==> config.mk <==
export PLATFORM = sky130hd
export DESIGN_NAME = sprite_frame_range_animator_unit
export DESIGN_NICKNAME = d
export VERILOG_FILES = /design/src/sfra_pkg.sv /design/src/sprite_frame_range_animator_unit.sv /design/src/sfra_ctrl.sv /design/src/sfra_dpath.sv
export SDC_FILE = /design/constraint.sdc
export NUM_CORES = 1
export LEC_CHECK = 0
export ABC_AREA = 1
export BUFFER_PORTS_ARGS = -buffer_cell sky130_fd_sc_hd__buf_2
export CORE_AREA = 2 2 210 150
export DETAILED_ROUTE_END_ITERATION = 16
export DIE_AREA = 0 0 212 152
export SETUP_SLACK_MARGIN = 0.15
export SYNTH_ARGS = -nofsm -noshare
export SYNTH_HDL_FRONTEND = slang
export SYNTH_SLANG_ARGS = --single-unit
==> constraint.sdc <==
create_clock -name i_clk -period 3.3 [get_ports i_clk]
set_input_delay 0.495 -clock i_clk [delete_from_list [all_inputs] [get_ports i_clk]]
set_output_delay 0.495 -clock i_clk [all_outputs]
set_load 0.05 [all_outputs]
==> src/sfra_pkg.sv <==
// shared types and constants for the sprite frame range animator
// used by sfra_ctrl, sfra_dpath and the top level; no dependencies
package sfra_pkg;

    localparam int MAX_STEPS = 8;
    localparam int CNT_W     = $clog2(MAX_STEPS + 1);
    localparam int CFG_IDX_W = 3;
    localparam int CFG_DAT_W = 16;
    localparam int OUT_W     = 32;

    localparam logic [CFG_IDX_W-1:0] REG_STEP_DELAY    = 3'd0;
    localparam logic [CFG_IDX_W-1:0] REG_FIRST_FRAME   = 3'd1;
    localparam logic [CFG_IDX_W-1:0] REG_FINAL_FRAME   = 3'd2;
    localparam logic [CFG_IDX_W-1:0] REG_REPEAT_TARGET = 3'd3;
    localparam logic [CFG_IDX_W-1:0] REG_LOOP_FOREVER  = 3'd4;

    localparam logic OP_PROGRESS = 1'b0;
    localparam logic OP_START    = 1'b1;

    typedef enum logic [1:0] {
        ST_IDLE,
        ST_EVAL,
        ST_STEP,
        ST_EMIT
    } t_state;

    typedef struct packed {
        logic [15:0] step_delay;
        logic [7:0]  first_frame;
        logic [7:0]  final_frame;
        logic [15:0] repeat_target;
        logic        loop_forever;
    } t_cfg;

    typedef struct packed {
        logic start;      // restart the run at the given time
        logic latch_now;  // capture the progress time, clear the step count
        logic step;       // take one frame step
    } t_cmd;

    typedef struct packed {
        logic more;       // another step is due for this word
    } t_sts;

endpackage

==> src/sprite_frame_range_animator_unit.sv <==
// a start word gives no result; a progress word is latched and evaluated in
// ST_EVAL, then each of its k steps takes one step state and one output state
// (ST_STEP, ST_EMIT), limited by the single step unit and held while the output
// stalls; one word is handled at a time
// reset: synchronous active low, clears run state and loads register defaults
// top level of the sprite frame range animator; depends on sfra_pkg,
// sfra_ctrl and sfra_dpath; holds the configuration registers
module sprite_frame_range_animator_unit
    import sfra_pkg::*;
(
    input  logic                 i_clk,
    input  logic                 i_rst_n,
    input  logic                 i_cfg_valid,
    output logic                 o_cfg_ready,
    input  logic [CFG_IDX_W-1:0] i_cfg_index,
    input  logic [CFG_DAT_W-1:0] i_cfg_data,
    input  logic                 s_axis_tvalid,
    output logic                 s_axis_tready,
    input  logic [31:0]          s_axis_tdata,   // [31:0] now_time
    input  logic                 s_axis_tuser,   // [0] opcode
    output logic                 m_axis_tvalid,
    input  logic                 m_axis_tready,
    output logic [OUT_W-1:0]     m_axis_tdata,   // [7:0] frame_index, [23:8] pass_count,
                                                 // [24] finished, [31:25] zero
    output logic                 m_axis_tlast    // last_of_run
);

    t_cfg r_cfg;
    t_cmd w_cmd;
    t_sts w_sts;

    assign o_cfg_ready = 1'b1;

    always_ff @(posedge i_clk) begin
        if (!i_rst_n) begin
            r_cfg.step_delay    <= 16'd1;
            r_cfg.first_frame   <= '0;
            r_cfg.final_frame   <= '0;
            r_cfg.repeat_target <= 16'd1;
            r_cfg.loop_forever  <= 1'b0;
        end else if (i_cfg_valid) begin
            unique case (i_cfg_index)
                REG_STEP_DELAY:    r_cfg.step_delay    <= i_cfg_data;
                REG_FIRST_FRAME:   r_cfg.first_frame   <= i_cfg_data[7:0];
                REG_FINAL_FRAME:   r_cfg.final_frame   <= i_cfg_data[7:0];
                REG_REPEAT_TARGET: r_cfg.repeat_target <= i_cfg_data;
                REG_LOOP_FOREVER:  r_cfg.loop_forever  <= i_cfg_data[0];
                default: ;
            endcase
        end
    end

    sfra_ctrl u_ctrl (
        .i_clk       (i_clk),
        .i_rst_n     (i_rst_n),
        .i_in_valid  (s_axis_tvalid),
        .i_in_op     (s_axis_tuser),
        .o_in_ready  (s_axis_tready),
        .o_out_valid (m_axis_tvalid),
        .i_out_ready (m_axis_tready),
        .o_out_last  (m_axis_tlast),
        .o_cmd       (w_cmd),
        .i_sts       (w_sts)
    );

    sfra_dpath u_dpath (
        .i_clk    (i_clk),
        .i_rst_n  (i_rst_n),
        .i_cfg    (r_cfg),
        .i_now    (s_axis_tdata),
        .i_cmd    (w_cmd),
        .o_sts    (w_sts),
        .o_result (m_axis_tdata)
    );

    a_no_overlap: assert property (@(posedge i_clk) disable iff (!i_rst_n)
        !(s_axis_tready && m_axis_tvalid))
        else $error("input taken while a result is pending");

    a_finish_is_last: assert property (@(posedge i_clk) disable iff (!i_rst_n)
        (m_axis_tvalid && m_axis_tdata[24]) |-> m_axis_tlast)
        else $error("finished word not marked last");

    a_last_ends_run: assert property (@(posedge i_clk) disable iff (!i_rst_n)
        (m_axis_tvalid && m_axis_tready && m_axis_tlast) |=> !m_axis_tvalid)
        else $error("result after last word of a run");

    a_one_cmd: assert property (@(posedge i_clk) disable iff (!i_rst_n)
        $onehot0({w_cmd.start, w_cmd.latch_now, w_cmd.step}))
        else $error("conflicting datapath commands");

endmodule

==> src/sfra_ctrl.sv <==
// controller state machine for the sprite frame range animator
// depends on sfra_pkg; drives the datapath by t_cmd and reads t_sts
module sfra_ctrl
    import sfra_pkg::*;
(
    input  logic i_clk,
    input  logic i_rst_n,
    input  logic i_in_valid,
    input  logic i_in_op,
    output logic o_in_ready,
    output logic o_out_valid,
    input  logic i_out_ready,
    output logic o_out_last,
    output t_cmd o_cmd,
    input  t_sts i_sts
);

    t_state r_state, n_state;

    always_ff @(posedge i_clk) begin
        if (!i_rst_n) begin
            r_state <= ST_IDLE;
        end else begin
            r_state <= n_state;
        end
    end

    always_comb begin
        n_state     = r_state;
        o_in_ready  = 1'b0;
        o_out_valid = 1'b0;
        o_out_last  = 1'b0;
        o_cmd       = '0;
        unique case (r_state)
            ST_IDLE: begin
                o_in_ready = 1'b1;
                if (i_in_valid) begin
                    if (i_in_op == OP_START) begin
                        o_cmd.start = 1'b1;
                    end else begin
                        o_cmd.latch_now = 1'b1;
                        n_state         = ST_EVAL;
                    end
                end
            end
            ST_EVAL: begin
                n_state = i_sts.more ? ST_STEP : ST_IDLE;
            end
            ST_STEP: begin
                o_cmd.step = 1'b1;
                n_state    = ST_EMIT;
            end
            ST_EMIT: begin
                // last flag looks ahead at the post-step state
                o_out_valid = 1'b1;
                o_out_last  = !i_sts.more;
                if (i_out_ready) begin
                    n_state = i_sts.more ? ST_STEP : ST_IDLE;
                end
            end
            default: n_state = ST_IDLE;
        endcase
    end

endmodule

==> src/sfra_dpath.sv <==
// datapath for the sprite frame range animator: run state and step logic
// depends on sfra_pkg; commanded by sfra_ctrl
module sfra_dpath
    import sfra_pkg::*;
(
    input  logic             i_clk,
    input  logic             i_rst_n,
    input  t_cfg             i_cfg,
    input  logic [31:0]      i_now,
    input  t_cmd             i_cmd,
    output t_sts             o_sts,
    output logic [OUT_W-1:0] o_result
);

    logic [31:0]      r_last,    n_last;
    logic [7:0]       r_frame,   n_frame;
    logic [15:0]      r_passes,  n_passes;
    logic             r_running, n_running;
    logic             r_done,    n_done;
    logic [31:0]      r_now;
    logic [CNT_W-1:0] r_cnt;
    logic [31:0]      w_elapsed;
    logic [15:0]      w_pass_inc;

    always_ff @(posedge i_clk) begin
        if (!i_rst_n) begin
            r_last    <= '0;
            r_frame   <= '0;
            r_passes  <= '0;
            r_running <= 1'b0;
            r_done    <= 1'b0;
            r_cnt     <= '0;
        end else begin
            r_last    <= n_last;
            r_frame   <= n_frame;
            r_passes  <= n_passes;
            r_running <= n_running;
            r_done    <= n_done;
            if (i_cmd.latch_now) begin
                r_cnt <= '0;
            end else if (i_cmd.step) begin
                r_cnt <= r_cnt + CNT_W'(1);
            end
        end
    end

    always_ff @(posedge i_clk) begin
        if (i_cmd.latch_now) begin
            r_now <= i_now;
        end
    end

    assign w_pass_inc = r_passes + 16'd1;

    always_comb begin
        n_last    = r_last;
        n_frame   = r_frame;
        n_passes  = r_passes;
        n_running = r_running;
        n_done    = r_done;
        if (i_cmd.start) begin
            n_last    = i_now;
            n_frame   = i_cfg.first_frame;
            n_passes  = '0;
            n_running = 1'b1;
            n_done    = 1'b0;
        end else if (i_cmd.step) begin
            n_frame = (r_frame == i_cfg.final_frame) ? i_cfg.first_frame
                                                     : r_frame + 8'd1;
            n_last  = r_last + {16'd0, i_cfg.step_delay};
            n_done  = 1'b0;
            if (n_frame == i_cfg.final_frame && !i_cfg.loop_forever) begin
                n_passes = w_pass_inc;
                if (w_pass_inc == i_cfg.repeat_target) begin
                    n_done    = 1'b1;
                    n_running = 1'b0;
                end
            end
        end
    end

    assign w_elapsed = r_now - r_last;

    // finishing clears running, so that also ends the word
    assign o_sts.more = r_running && (r_cnt < CNT_W'(MAX_STEPS)) && (r_now > r_last)
                        && (w_elapsed >= {16'd0, i_cfg.step_delay});

    assign o_result = {{(OUT_W - 25){1'b0}}, r_done, r_passes, r_frame};

endmodule

==> summary.txt <==
Logic synthesis
  • Mean Syn Cell Area: 6.52 um^2
  • Sequential area share after synthesis: 0.309
  • Synth Register Bits: 145
  • Synthesized area: 10400 um^2
  • Synth area leaders: dfxtp_1 (22%), nand2_1 (16%), edfxtp_1 (9.2%)
  • Yosys cell types: 48
  • Yosys top cell by area: dfxtp_1
  • Yosys warns: 0
  • Post-synthesis cell count: 1602
  • Yosys top cell area share: 0.217

Worst setup path
  • Path depth of the worst reg2reg path: 21
  • Worst R2R Setup Slack: 360 ps
  • Critical Path AT: 3370 ps
  • R2r startpoint: u_dpath.r_now[4]$_DFFE_PP_
  • Worst Setup End Kind: output port
  • Critical path launch point type: flip-flop
  • Setup CP Type: flip-flop to output port
  • Worst-path fanout max: 4
  • Critical path data required time: 2800 ps

Detailed routing
  • Via count: 11065
  • DRC viols: 0
  • Iter 0 DRT Violations: 1084
  • DRT Pass-1 Iters: 5
  • Per-cell routed wire length: 16.3 um
  • Drt via density: 5.02
  • Post-route ant nets: 0
  • Routed WL: 35.8 mm

Floorplanning
  • I/O pin count: 93
  • Die X: 212 um
  • Initial Utilization: 0.343
  • Die area: 32200 um^2
  • Die Y: 152 um
  • Core footprint: 30500 um^2
  • Std cell rows: 54

Power and ir drop
  • Sw Share: 0.351
  • Combinational share of power: 0.285
  • Psw: 1.92 mW
  • Peak supply drop: 0.261 mV
  • Pwr dens: 422 nW/um^2
  • LEAKAGE: 5.70 nW
  • Clock network fraction of total power: 0.357
  • Total power: 5.45 mW
  • Reg power frac: 0.358
  • Int Pwr: 3.54 mW

Hold path
  • Min-delay src: s_axis_tdata[30]
  • Tightest Hold Check Type: primary input to flip-flop
  • WHS Path Cells: 1
  • Worst hold endpoint: u_dpath.r_now[30]$_DFFE_PP_

GRT
  • Gr ovfl total: 0
  • Total Routing Usage GR: 0.221
  • Initial antenna violation count: 1
  • Largest net degree at the start of global routing: 43
  • Vias in the first global route: 10026
  • First-pass GRT wire length: 55.5 mm

STA
  • PnR worst setup slack: -565 ps
  • Fin crit share: 1.17
  • Post-Route Skew: 9.73 ps
  • Setup TNS: -565 ps
  • Tightest Pin Transition: 908 ps
  • Final setup fails: 1
  • Slew HR: 0.394
  • Final hold violation count: 0
  • Crit path time final: 3860 ps
  • Final Slew Violations: 0
  • Fmax: 259 MHz
  • Unrepaired setup endpoints after global routing: yes

Final layout
  • Layout area overhead: 23.6%
  • Register area: 3230 um^2
  • Area of the multi-input gates: 6520 um^2
  • NumNets Final: 1898
  • Most frequent cells in the layout: nand2_1 (424), inv_1 (216), nor2_1 (136)
  • Commonest non-fill, non-tap cell in the layout: nand2_1
  • Util after Layout: 0.424
  • Post-route insts no fill: 2206
  • Layout fillers: 3167
  • Layout cells sized above 1: 0.177

Clock network
  • CTS tree: built
  • Hold Buf Count CTS: 0
  • Clk buf depth: 2
  • H-tree depth: 4
  • CTS Buf Count: 17
  • CTS sink cnt: 145
  • Clk slew on worst S/H paths: 70 ps
  • Root Driver: clkbuf_16
  • Skew-Pair Late Insertion Delay: 440 ps

Placed design
  • # placed instances: 2168
  • Dpl ws: -282 ps
  • IO buf count: 84
  • Placer Congestion: 0.933
  • Hpwl dp: 28.2 mm

Outcome
  • Failing checks: setup timing
  • Status: complete, but fails checks

Job
  • Max Cap Viol: 0
[power by group through the flow]
stage                     Sequential, mW  Clock, mW  Combinational [mW]
after floorplan                     2.00          0               0.931
after global placement              1.98          0                1.44
after detailed placement            1.99          0                1.44
after CTS                           1.95       1.97                1.48
after global routing                1.96       2.06                1.72
final                               1.95       1.95                1.55
[cell type report]
| cell class | count | area share |
|---|---|---|
| inverter | 224 | 0.0653 |
| sequential | 145 | 0.250 |
| timing repair buffer | 189 | 0.0944 |
| tap | 420 | 0.0407 |
| clock buffer | 17 | 0.0329 |
| antenna | 1 | 0.000194 |
| clock inverter | 15 | 0.0114 |
| multi-input combinational | 1195 | 0.505 |
[flip-flops by register name (all words and copies together), names as in the netlist, named ones only]
signal             flops
u_ctrl.r_state         1
u_dpath.r_now         32
u_dpath.r_done         1
u_dpath.r_cnt          4
u_dpath.r_passes      16
r_cfg                 49
u_dpath.r_frame        8
u_dpath.r_running      1
u_dpath.r_last        32
[cell families after synthesis]
group,count (synthesis),synth area share
DFF,145,0.309
other,2,0.000719
AOI/OAI and AO/OA,299,0.154
xor gates and xnor gates,44,0.0376
and+or+nand+nor,775,0.314
adders and majority gates,69,0.0841
buffers and inverters,268,0.101
[stage by stage]
stage	hold WS (ps)	cell area (um^2)
floorplan	424	10600
global placement	452	12100
detailed placement	460	12100
CTS	234	12800
global route	232	12900
finish	245	12900
[worst max-delay path, stage by stage, from the launching register on]
cell	delay [ps]
edfxtp_1	410
ha_4	260
a21oi_4	190
nor2_2	70
nor2_2	100
nand2_2	90
nand2_2	70
nand2_2	70
xor2_1	140
ha_1	320
nand2_1	110
nor2_1	60
a211oi_2	140
nand2_1	90
nand2_1	60
nand2_1	40
nor2_1	70
nand3_1	90
nor2_2	100
nand2_2	100
a21oi_4	170
buf_6	170
[worst max path at each step]
stage                     cells past startpoint  slack, ps                      startpoint      endpoint
after global placement                       19       -270      u_dpath.r_now[9]$_DFFE_PP_  m_axis_tlast
after detailed placement                     19       -280     u_dpath.r_now[10]$_DFFE_PP_  m_axis_tlast
after floorplan                              23         90  u_dpath.r_last[1]$_SDFFE_PN0P_  m_axis_tlast
after CTS                                    19       -550      u_dpath.r_now[8]$_DFFE_PP_  m_axis_tlast
after global routing                         22       -780      u_dpath.r_now[1]$_DFFE_PP_  m_axis_tlast
final                                        21       -560      u_dpath.r_now[4]$_DFFE_PP_  m_axis_tlast
[layer usage]
metal | track usage | vias up | wire length [um]
met2 | 0.300 | 423 | 14100
li1 | - | 5561 | -
met1 | 0.353 | 5048 | 18200
met3 | 0.0422 | 33 | 3070
met5 | 0 | - | 0
met4 | 0.0490 | 0 | 421
[Yosys cell counts (all sizes together)]
cell and count:
nor3b 1, edfxtp 32, dfxtp 113, a221oi 1, a311oi 1, conb 2
a31o 1, nand2 451, nor3 26, a21o 4, o21ai 110, o31ai 1
o21bai 7, ha 67, nor2 158, a211oi 2, clkinv 2, xnor2 10
a31oi 35, o211ai 1, nand3 103, a21boi 1, nor4 1, o21a 4
nand3b 5, clkbuf 30, a21oi 131, or2 5, inv 222, nand4 25
xor2 34, buf 14, fa 2
[repair_timing]
| action | 4_1_cts | 5_1_grt |
|---|---|---|
| setup buffers | 2 | 4 |
| pin swaps | 10 | 21 |
| resized for setup | 27 | 30 |
| setup endpoints to repair | 1 | 2 |
| hold endpoints to repair | 0 | 0 |
(Power assumes the default switching activity.)
